[config.mk]
export PLATFORM = sky130hd
export DESIGN_NAME = cartridge_image_loader
export DESIGN_NICKNAME = d
export VERILOG_FILES = /design/src/sv/cil_pkg.sv /design/src/sv/cil_summary.sv /design/src/sv/cil_parser.sv /design/src/sv/cartridge_image_loader.sv
export SDC_FILE = /design/constraint.sdc
export NUM_CORES = 1
export LEC_CHECK = 0
export BUFFER_PORTS_ARGS = -buffer_cell sky130_fd_sc_hd__buf_4
export CAP_MARGIN = 20
export CORE_UTILIZATION = 58
export CTS_CLUSTER_SIZE = 16
export DETAILED_ROUTE_END_ITERATION = 12
export GPL_ROUTABILITY_DRIVEN = 0
export GPL_TIMING_DRIVEN = 0
export PLACE_DENSITY = 0.83
export SYNTH_ARGS = -nofsm -noshare
export SYNTH_HDL_FRONTEND = slang
export SYNTH_HIERARCHICAL = 1
export SYNTH_SLANG_ARGS = --single-unit
export TNS_END_PERCENT = 10
[constraint.sdc]
create_clock -name clk -period 5.4 [get_ports clk]
set_input_delay 1.62 -clock clk [delete_from_list [all_inputs] [get_ports clk]]
set_output_delay 1.62 -clock clk [all_outputs]
set_load 0.1 [all_outputs]
[src/sv/cil_pkg.sv]
package cil_pkg;

    localparam int ADDRESS_BITS_DEFAULT = 23;
    localparam int OUT_ADDR_BITS = 23;

    typedef struct packed {
        logic       end_of_file;
        logic [7:0] data_byte;
    } in_word_t;

    typedef struct packed {
        logic        kind;
        logic [22:0] address;
        logic [7:0]  data;
        logic [4:0]  cart_code;
        logic [2:0]  status;
    } out_word_t;

    typedef enum logic [4:0] {
        PH_HEADER = 5'b00001,
        PH_SKIP   = 5'b00010,
        PH_CHIP   = 5'b00100,
        PH_DATA   = 5'b01000,
        PH_STOP   = 5'b10000
    } phase_t;

    localparam logic [4:0] CL_NONE       = 5'd0;
    localparam logic [4:0] CL_NORMAL     = 5'd1;
    localparam logic [4:0] CL_ACTION     = 5'd2;
    localparam logic [4:0] CL_RETRO      = 5'd3;
    localparam logic [4:0] CL_DOMARK     = 5'd4;
    localparam logic [4:0] CL_OCEAN      = 5'd5;
    localparam logic [4:0] CL_EASYFLASH  = 5'd6;
    localparam logic [4:0] CL_SUPERSNAP  = 5'd7;
    localparam logic [4:0] CL_EPYX       = 5'd8;
    localparam logic [4:0] CL_FINAL3     = 5'd9;
    localparam logic [4:0] CL_SYSTEM3    = 5'd10;
    localparam logic [4:0] CL_COMAL80    = 5'd11;
    localparam logic [4:0] CL_SBASIC     = 5'd12;
    localparam logic [4:0] CL_WESTERMANN = 5'd13;
    localparam logic [4:0] CL_KCS        = 5'd14;
    localparam logic [4:0] CL_FINAL12    = 5'd15;
    localparam logic [4:0] CL_BBASIC     = 5'd16;
    localparam logic [4:0] CL_NI         = 5'd31;

    localparam logic [2:0] ST_OK       = 3'd0;
    localparam logic [2:0] ST_BAD_SIG  = 3'd1;
    localparam logic [2:0] ST_UNKNOWN  = 3'd2;
    localparam logic [2:0] ST_NOT_IMPL = 3'd3;
    localparam logic [2:0] ST_REJECT   = 3'd4;

    function automatic logic [7:0] sig_char(input logic [3:0] i);
        logic [7:0] c;
        case (i)
            4'd0:  c = 8'h43;
            4'd1:  c = 8'h36;
            4'd2:  c = 8'h34;
            4'd4:  c = 8'h43;
            4'd5:  c = 8'h41;
            4'd6:  c = 8'h52;
            4'd7:  c = 8'h54;
            4'd8:  c = 8'h52;
            4'd9:  c = 8'h49;
            4'd10: c = 8'h44;
            4'd11: c = 8'h47;
            4'd12: c = 8'h45;
            default: c = 8'h20;
        endcase
        return c;
    endfunction

    function automatic logic [7:0] tag_char(input logic [1:0] i);
        logic [7:0] c;
        case (i)
            2'd0: c = 8'h43;
            2'd1: c = 8'h48;
            2'd2: c = 8'h49;
            default: c = 8'h50;
        endcase
        return c;
    endfunction

    function automatic logic [4:0] type_class(input logic [7:0] t);
        logic [4:0] c;
        case (t)
            8'd0:  c = CL_NORMAL;
            8'd1:  c = CL_ACTION;
            8'd2:  c = CL_KCS;
            8'd3:  c = CL_FINAL3;
            8'd4:  c = CL_SBASIC;
            8'd5:  c = CL_OCEAN;
            8'd9:  c = CL_RETRO;
            8'd10: c = CL_EPYX;
            8'd11: c = CL_WESTERMANN;
            8'd13: c = CL_FINAL12;
            8'd15: c = CL_SYSTEM3;
            8'd19: c = CL_DOMARK;
            8'd20: c = CL_SUPERSNAP;
            8'd21: c = CL_COMAL80;
            8'd32: c = CL_EASYFLASH;
            8'd36: c = CL_RETRO;
            8'd54: c = CL_BBASIC;
            default:
            begin
                if ((t >= 8'd22 && t <= 8'd31) || t >= 8'd61)
                    c = CL_NONE;
                else
                    c = CL_NI;
            end
        endcase
        return c;
    endfunction

    function automatic logic split_class(input logic [4:0] c);
        return c == CL_OCEAN || c == CL_EASYFLASH || c == CL_DOMARK || c == CL_SYSTEM3;
    endfunction

endpackage

[src/sv/cil_summary.sv]
module cil_summary (
    input  logic [4:0]  loader_class,
    input  logic [7:0]  exrom_byte,
    input  logic [7:0]  game_byte,
    input  logic [23:0] total_loaded,
    input  logic        upper_range_seen,
    output logic [4:0]  cart_code
);

    always_comb
    begin
        cart_code = 5'd0;
        if (total_loaded != 24'd0)
        begin
            case (loader_class)
                cil_pkg::CL_NORMAL:
                begin
                    if (exrom_byte == 8'd0 && game_byte == 8'd1)
                        cart_code = 5'h03;
                    else if (exrom_byte == 8'd1 && game_byte == 8'd1)
                        cart_code = 5'h02;
                    else if (exrom_byte == 8'd1 && game_byte == 8'd0)
                        cart_code = 5'h01;
                    else
                        cart_code = (total_loaded > 24'd8192) ? 5'h02 : 5'h01;
                end
                cil_pkg::CL_ACTION:     cart_code = 5'h07;
                cil_pkg::CL_RETRO:      cart_code = 5'h06;
                cil_pkg::CL_DOMARK:     cart_code = 5'h09;
                cil_pkg::CL_OCEAN:      cart_code = upper_range_seen ? 5'h0B : 5'h0A;
                cil_pkg::CL_EASYFLASH:  cart_code = 5'h0C;
                cil_pkg::CL_SUPERSNAP:  cart_code = 5'h05;
                cil_pkg::CL_EPYX:       cart_code = 5'h0E;
                cil_pkg::CL_FINAL3:     cart_code = 5'h04;
                cil_pkg::CL_SYSTEM3:    cart_code = 5'h08;
                cil_pkg::CL_COMAL80:    cart_code = 5'h0F;
                cil_pkg::CL_SBASIC:     cart_code = 5'h10;
                cil_pkg::CL_WESTERMANN: cart_code = 5'h11;
                cil_pkg::CL_KCS:        cart_code = 5'h13;
                cil_pkg::CL_FINAL12:    cart_code = 5'h14;
                cil_pkg::CL_BBASIC:     cart_code = 5'h15;
                default:                cart_code = 5'd0;
            endcase
        end
    end

endmodule

[src/sv/cil_parser.sv]
module cil_parser #(
    parameter int ADDRESS_BITS = cil_pkg::ADDRESS_BITS_DEFAULT
) (
    input  logic                clk,
    input  logic                rst_n,
    input  logic                step,
    input  cil_pkg::in_word_t   in_word,
    output logic                emit,
    output cil_pkg::out_word_t  out_word
);

    localparam int OUT_ADDR = cil_pkg::OUT_ADDR_BITS;
    localparam logic [ADDRESS_BITS-1:0] HALF_MEG = ADDRESS_BITS'(512 * 1024);
    localparam logic [ADDRESS_BITS-1:0] SPLIT_STEP = ADDRESS_BITS'(512 * 1024 - 8192);
    localparam logic [ADDRESS_BITS-1:0] KCS_BASE = ADDRESS_BITS'(32'h8000);

    cil_pkg::phase_t         phase_reg, phase_next;
    logic [31:0]             pos_reg, pos_next;
    logic [31:0]             hlen_reg, hlen_next;
    logic [4:0]              class_reg, class_next;
    logic [7:0]              exrom_reg, exrom_next;
    logic [7:0]              game_reg, game_next;
    logic [3:0]              idx_reg, idx_next;
    logic [15:0]             bank_reg, bank_next;
    logic [15:0]             load_reg, load_next;
    logic [15:0]             size_reg, size_next;
    logic [15:0]             left_reg, left_next;
    logic [ADDRESS_BITS-1:0] waddr_reg, waddr_next;
    logic [23:0]             total_reg, total_next;
    logic                    upper_reg, upper_next;
    logic [2:0]              stop_reg, stop_next;

    logic [7:0]  b;
    logic [4:0]  tclass;
    logic [4:0]  code;
    logic [15:0] done;
    logic [15:0] bank_fix;
    logic [31:0] hlen_fix;
    logic        split_now;
    logic [21:0] plain_base;
    logic [ADDRESS_BITS-1:0] base_addr;
    logic [2:0]  end_st;

    assign b = in_word.data_byte;
    assign tclass = cil_pkg::type_class(b);
    assign done = size_reg - left_reg;
    assign split_now = cil_pkg::split_class(class_reg) && size_reg > 16'h2000;

    cil_summary u_summary (
        .loader_class     (class_reg),
        .exrom_byte       (exrom_reg),
        .game_byte        (game_reg),
        .total_loaded     (total_reg),
        .upper_range_seen (upper_reg),
        .cart_code        (code)
    );

    // The size byte completing a chip header is b, so the packet fields are assembled here.
    logic [15:0] size_full;
    assign size_full = {size_reg[7:0], b};

    always_comb
    begin
        bank_fix = bank_reg;
        if (class_reg == cil_pkg::CL_OCEAN && load_reg == 16'hA000)
            bank_fix = bank_reg & 16'h00EF;
        plain_base = {6'd0, size_full} * {16'd0, bank_fix[5:0]};
        if (cil_pkg::split_class(class_reg) && size_full > 16'h2000)
            base_addr = ADDRESS_BITS'({bank_fix[5:0], 13'd0});
        else
            base_addr = ADDRESS_BITS'(plain_base);
        if (load_reg == 16'hA000)
            base_addr = base_addr + HALF_MEG;
        if (class_reg == cil_pkg::CL_KCS)
            base_addr = ADDRESS_BITS'(load_reg) - KCS_BASE;
    end

    always_comb
    begin
        hlen_fix = (class_reg == cil_pkg::CL_KCS) ? 32'h40 : hlen_reg;
        if (hlen_fix < 32'h20)
            hlen_fix = 32'h20;
    end

    always_comb
    begin
        case (phase_reg)
            cil_pkg::PH_HEADER: end_st = cil_pkg::ST_BAD_SIG;
            cil_pkg::PH_STOP:   end_st = stop_reg;
            cil_pkg::PH_CHIP:   end_st = (idx_reg != 4'd0) ? cil_pkg::ST_REJECT : cil_pkg::ST_OK;
            cil_pkg::PH_DATA:
                end_st = (split_now && done >= 16'h2000) ? cil_pkg::ST_OK : cil_pkg::ST_REJECT;
            default:            end_st = cil_pkg::ST_OK;
        endcase
    end

    always_comb
    begin
        phase_next = phase_reg;
        pos_next   = pos_reg;
        hlen_next  = hlen_reg;
        class_next = class_reg;
        exrom_next = exrom_reg;
        game_next  = game_reg;
        idx_next   = idx_reg;
        bank_next  = bank_reg;
        load_next  = load_reg;
        size_next  = size_reg;
        left_next  = left_reg;
        waddr_next = waddr_reg;
        total_next = total_reg;
        upper_next = upper_reg;
        stop_next  = stop_reg;
        emit       = 1'b0;
        out_word   = '0;

        if (step && in_word.end_of_file)
        begin
            emit = 1'b1;
            out_word.kind = 1'b1;
            out_word.cart_code = code;
            out_word.status = end_st;
            phase_next = cil_pkg::PH_HEADER;
            pos_next   = '0;
            hlen_next  = '0;
            class_next = '0;
            exrom_next = '0;
            game_next  = '0;
            idx_next   = '0;
            bank_next  = '0;
            load_next  = '0;
            size_next  = '0;
            left_next  = '0;
            waddr_next = '0;
            total_next = '0;
            upper_next = 1'b0;
            stop_next  = '0;
        end
        else if (step)
        begin
            if (pos_reg != 32'hFFFF_FFFF)
                pos_next = pos_reg + 32'd1;
            case (phase_reg)
                cil_pkg::PH_HEADER:
                begin
                    if (pos_reg < 32'd16)
                    begin
                        if (b != cil_pkg::sig_char(pos_reg[3:0]))
                        begin
                            stop_next = cil_pkg::ST_BAD_SIG;
                            phase_next = cil_pkg::PH_STOP;
                        end
                    end
                    else if (pos_reg <= 32'h13)
                        hlen_next = {hlen_reg[23:0], b};
                    else if (pos_reg == 32'h16)
                    begin
                        if (b != 8'd0)
                        begin
                            stop_next = cil_pkg::ST_BAD_SIG;
                            phase_next = cil_pkg::PH_STOP;
                        end
                    end
                    else if (pos_reg == 32'h17)
                    begin
                        if (tclass == cil_pkg::CL_NONE)
                        begin
                            stop_next = cil_pkg::ST_UNKNOWN;
                            phase_next = cil_pkg::PH_STOP;
                        end
                        else if (tclass == cil_pkg::CL_NI)
                        begin
                            stop_next = cil_pkg::ST_NOT_IMPL;
                            phase_next = cil_pkg::PH_STOP;
                        end
                        else
                            class_next = tclass;
                    end
                    else if (pos_reg == 32'h18)
                        exrom_next = b;
                    else if (pos_reg == 32'h19)
                        game_next = b;
                    else if (pos_reg == 32'h1F)
                    begin
                        hlen_next = hlen_fix;
                        phase_next = (hlen_fix > 32'h20) ? cil_pkg::PH_SKIP : cil_pkg::PH_CHIP;
                    end
                end
                cil_pkg::PH_SKIP:
                begin
                    if (pos_next >= hlen_reg)
                        phase_next = cil_pkg::PH_CHIP;
                end
                cil_pkg::PH_CHIP:
                begin
                    if (idx_reg < 4'd4 && b != cil_pkg::tag_char(idx_reg[1:0]))
                    begin
                        idx_next = '0;
                        stop_next = cil_pkg::ST_REJECT;
                        phase_next = cil_pkg::PH_STOP;
                    end
                    else
                    begin
                        idx_next = idx_reg + 4'd1;
                        case (idx_reg)
                            4'd10, 4'd11: bank_next = {bank_reg[7:0], b};
                            4'd12, 4'd13: load_next = {load_reg[7:0], b};
                            4'd14:        size_next = {size_reg[7:0], b};
                            4'd15:
                            begin
                                size_next = size_full;
                                if (bank_reg > 16'h3F)
                                begin
                                    stop_next = cil_pkg::ST_REJECT;
                                    phase_next = cil_pkg::PH_STOP;
                                end
                                else
                                begin
                                    bank_next = bank_fix;
                                    waddr_next = base_addr;
                                    if (class_reg != cil_pkg::CL_KCS && load_reg == 16'hA000)
                                        upper_next = 1'b1;
                                    left_next = size_full;
                                    phase_next = (size_full != 16'd0) ? cil_pkg::PH_DATA
                                                                      : cil_pkg::PH_CHIP;
                                end
                            end
                            default: ;
                        endcase
                    end
                end
                cil_pkg::PH_DATA:
                begin
                    emit = 1'b1;
                    out_word.address = OUT_ADDR'(waddr_reg);
                    out_word.data = b;
                    if (total_reg != 24'hFF_FFFF)
                        total_next = total_reg + 24'd1;
                    waddr_next = waddr_reg + ADDRESS_BITS'(1);
                    if (split_now && done == 16'h1FFF)
                        waddr_next = waddr_reg + ADDRESS_BITS'(1) + SPLIT_STEP;
                    left_next = left_reg - 16'd1;
                    if (left_reg == 16'd1)
                        phase_next = cil_pkg::PH_CHIP;
                end
                default: ;
            endcase
        end
    end

    always_ff @(posedge clk or negedge rst_n)
    begin
        if (!rst_n)
        begin
            phase_reg <= cil_pkg::PH_HEADER;
            pos_reg   <= '0;
            hlen_reg  <= '0;
            class_reg <= '0;
            exrom_reg <= '0;
            game_reg  <= '0;
            idx_reg   <= '0;
            bank_reg  <= '0;
            load_reg  <= '0;
            size_reg  <= '0;
            left_reg  <= '0;
            waddr_reg <= '0;
            total_reg <= '0;
            upper_reg <= 1'b0;
            stop_reg  <= '0;
        end
        else
        begin
            phase_reg <= phase_next;
            pos_reg   <= pos_next;
            hlen_reg  <= hlen_next;
            class_reg <= class_next;
            exrom_reg <= exrom_next;
            game_reg  <= game_next;
            idx_reg   <= idx_next;
            bank_reg  <= bank_next;
            load_reg  <= load_next;
            size_reg  <= size_next;
            left_reg  <= left_next;
            waddr_reg <= waddr_next;
            total_reg <= total_next;
            upper_reg <= upper_next;
            stop_reg  <= stop_next;
        end
    end

endmodule

[src/sv/cartridge_image_loader.sv]
// Channel  | Direction | Handshake    | Payload
// in       | into      | valid, stall | cil_pkg::in_word_t (end_of_file, data_byte)
// out      | out of    | valid, stall | cil_pkg::out_word_t (kind, address, data, ...)
// One word is accepted per cycle while in_stall is low; any result it produces is registered in the output register.
// The parser state updates in the same cycle the word is taken, so the rate is one word
// per cycle, limited only by the output register being free or being drained.
// Reset returns the parser to the start of a file header; no clearing pass is needed.
// A stalled output holds its word; input stalls only while that word is held.
module cartridge_image_loader #(
    parameter int ADDRESS_BITS = cil_pkg::ADDRESS_BITS_DEFAULT
) (
    input  logic               clk,
    input  logic               rst_n,
    input  logic               in_valid,
    output logic               in_stall,
    input  cil_pkg::in_word_t  in_data,
    output logic               out_valid,
    input  logic               out_stall,
    output cil_pkg::out_word_t out_data
);

    logic               out_valid_reg, out_valid_next;
    cil_pkg::out_word_t out_data_reg;
    logic               step;
    logic               emit;
    cil_pkg::out_word_t word;

    assign in_stall = out_valid_reg && out_stall;
    assign step = in_valid && !in_stall;

    cil_parser #(
        .ADDRESS_BITS (ADDRESS_BITS)
    ) u_parser (
        .clk      (clk),
        .rst_n    (rst_n),
        .step     (step),
        .in_word  (in_data),
        .emit     (emit),
        .out_word (word)
    );

    always_comb
    begin
        out_valid_next = out_valid_reg && out_stall;
        if (step)
            out_valid_next = emit;
    end

    always_ff @(posedge clk or negedge rst_n)
    begin
        if (!rst_n)
            out_valid_reg <= 1'b0;
        else
            out_valid_reg <= out_valid_next;
    end

    always_ff @(posedge clk)
    begin
        if (step && emit)
            out_data_reg <= word;
    end

    assign out_valid = out_valid_reg;
    assign out_data  = out_data_reg;

endmodule

==> results.cfg <==
[clocking]
tritoncts = yes
clkTransAtPathRegs_ps = 70
cts_htree_levels = 1
clockBufferDepth = 3
clock_latency_ps = 580
clock-root-buffer = clkbuf_16
cts_sinks = 250
cts_buffers = 28

[yosys]
ys_types = 90
yosys-top-cells-count = nand2_1, dfrtp_1, nor2_1
yosysWarnings = 6
synth_top_area_cell = dfrtp_1
yosys.area.top_type_share = 0.277
synthArstFlopShare = 0.840
netlist_instances = 2200
synth_edf_count = 40
synthFlopType = dfrtp_1
avgSynthCellArea_sq_um = 8.58
syn_nets = 2362
synth_seq_cells = 250
synth_area_sq_um = 18900
ys_seq_area_frac = 0.342
ys_top_cells_by_area = dfrtp_1, edfxtp_1, fa_1, ha_1, nand2_1
yosysMostFrequentCell = nand2_1

[critical_path]
critPathKind = flip-flop to flip-flop
cp.arrival_ps = 6120
critPathRequiredTime_ps = 5870
critPathLaunchType = flip-flop
critPathCaptureType = flip-flop
worstReg2RegEnd = u_parser/waddr_reg[21]
crit_fanout = 7
r2r_start = u_parser/load_reg[12]
reg2reg_depth = 24
ff2ff_setup_slack_ps = -250

[cells_and_area]
fin_util = 0.672
antenna_cells = 0
area_growth_syn_to_layout_pct = 13.2
layout-drive-gt1-share = 0.109
largest_reg_flops = 40
layout.nets = 2450
fillers = 2417

[grt]
grt_pass1_wl_mm = 91.3
grt_pass1_vias = 17400
grt_max_degree = 119
antenna_found_initial = 0
grt_usage = 0.345
gr-total-overflow = 0

[power_and_ir_drop]
p_sw_mw = 2.72
ir_worst_vdd_v = 0.000285
power.density_nw_per_um2 = 333
p_seq_frac = 0.351
p_int_mw = 4.40
switching_share = 0.382
power.clock.fraction = 0.281
p_leak_nw = 9.27
p_comb_frac = 0.368

[timing]
rsz0062_at_grt = yes
fin_crit_sh = 1.05
hold_violations = 0
setup_ws_ps = -252
slew_headroom = 0.302
fmax_mhz = 177
worst_pin_slew_ps = 1040
finalSetupViolCount = 6
skew_ps = 32.9
slew_violations = 0
hold_slack_ps = 487
period_needed_ps = 5650

[status]
status = finished, violations left
violations = negative setup slack

[flow_run]
cap_violations = 0

[route]
dr.pass1.iters = 9
drcViolationCount = 0
dr.first_iter.drc_count = 2359
vias = 17800
via_per_inst = 6.50
antenna_left = 0
routedWlPerCell_microns = 20.8
wl_mm = 57.0

[worst_hold_path]
min_to = u_parser/bank_reg[8]
holdPathStages = 2
hp-start = u_parser/bank_reg[8]
min-delay-path-class = flip-flop to flip-flop

[floorplan]
core_sq_um = 31800
io_pins = 55
start_util = 0.594
die_w_microns = 182
die_area_sq_um = 33300
row_count = 65
die_h_microns = 182

[place]
hpwl_mm = 40.8
dpl_worst_slack_ps = -1150
io_buffer_count = 48
[worst max path at each step]
stage | start | end | slack, ps | cells past startpoint
after detailed placement | u_parser/load_reg[13] | u_parser/waddr_reg[13] | -1150 | 22
final | u_parser/load_reg[12] | u_parser/waddr_reg[21] | -250 | 24
after global routing | u_parser/load_reg[12] | u_parser/waddr_reg[20] | -380 | 25
after floorplan | in_data[3] | u_parser/waddr_reg[20] | -430 | 23
after CTS | u_parser/load_reg[14] | u_parser/waddr_reg[20] | -70 | 24
after global placement | out_stall | out_data[11] | -1150 | 8
[what timing repair did]
action                     in CTS  in global routing
gates resized for setup        42                 19
hold buffers                    0                  0
buffers inserted               16                  4
pin swaps                      29                 29
gates cloned                    2                  0
setup endpoints to repair      17                 14
[cell usage in the layout (no fill, tap or decap), types with 53 or more instances in the layout]
| master | instances |
|---|---|
| a21oi_1 | 145 |
| ha_1 | 78 |
| and2_1 | 57 |
| clkbuf_1 | 100 |
| fa_1 | 56 |
| nor2_1 | 183 |
| buf_4 | 71 |
| nand3_1 | 75 |
| nand2_1 | 245 |
| inv_1 | 149 |
| xor2_1 | 53 |
| and3_1 | 55 |
| dfrtp_1 | 209 |
| o21ai_0 | 90 |
[power by group through the flow]
stage               Sequential [mW]  Clock, mW  Combinational (mW)
floorplan                      2.47          0                1.82
global placement               2.49          0                2.40
detailed placement             2.50          0                2.50
CTS                            2.48       2.02                2.55
global route                   2.53       2.10                2.85
finish                         2.50       2.00                2.62
[per-layer routing]
layer | global-route usage | vias up | part of all wire
li1 | - | 7920 | -
met1 | 0.445 | 8620 | 0.38
met2 | 0.562 | 1080 | 0.46
met3 | 0.0692 | 214 | 0.11
met4 | 0.156 | 0 | 0.049
met5 | 0 | - | 0
[stage by stage]
stage | std cells | setup TNS (ps) | cell area, sq um | power, mW
final | 2745 | -780 | 21400 | 7.12
after global routing | 2745 | -2500 | 21400 | 7.48
after CTS | 2743 | -125 | 21300 | 7.04
after detailed placement | 2685 | -12090 | 20100 | 5.00
after global placement | 2683 | -56200 | 20000 | 4.89
after floorplan | 2200 | -1770 | 19100 | 4.29
[critical path: stages, from the launching register on]
cell	delay (ps)
dfrtp_1	410
nor4b_2	310
and4_4	280
and4_4	290
nor2b_4	100
buf_8	140
and2_1	160
fa_1	480
fa_1	550
inv_1	50
fa_1	540
inv_1	70
ha_4	270
a21oi_1	140
o21ai_0	90
a21oi_1	180
o21ai_1	120
a21oi_2	170
xnor2_2	160
nor2_2	70
ha_1	210
nand2_1	80
xor2_1	200
a21oi_1	150
a221o_1	320
[kinds of logic after synthesis]
| family | Yosys count | synth area share |
|---|---|---|
| simple gates | 858 | 0.229 |
| compound gates | 491 | 0.167 |
| buf+inv | 292 | 0.0594 |
| flops | 250 | 0.342 |
| fa+ha+maj | 149 | 0.122 |
| xor+xnor | 100 | 0.0464 |
| mux | 60 | 0.0342 |
[area by class of cell]
type | count | area, sq um | share of cell area
buffer | 124 | 597 | 0.0279
clock buffer | 34 | 774 | 0.0362
clock inverter | 18 | 206 | 0.00966
inverter | 154 | 578 | 0.0270
multi-input combinational | 1659 | 11600 | 0.544
sequential | 250 | 6460 | 0.302
tap | 435 | 544 | 0.0255
timing repair buffer | 71 | 584 | 0.0273
(Power assumes the default switching activity.)
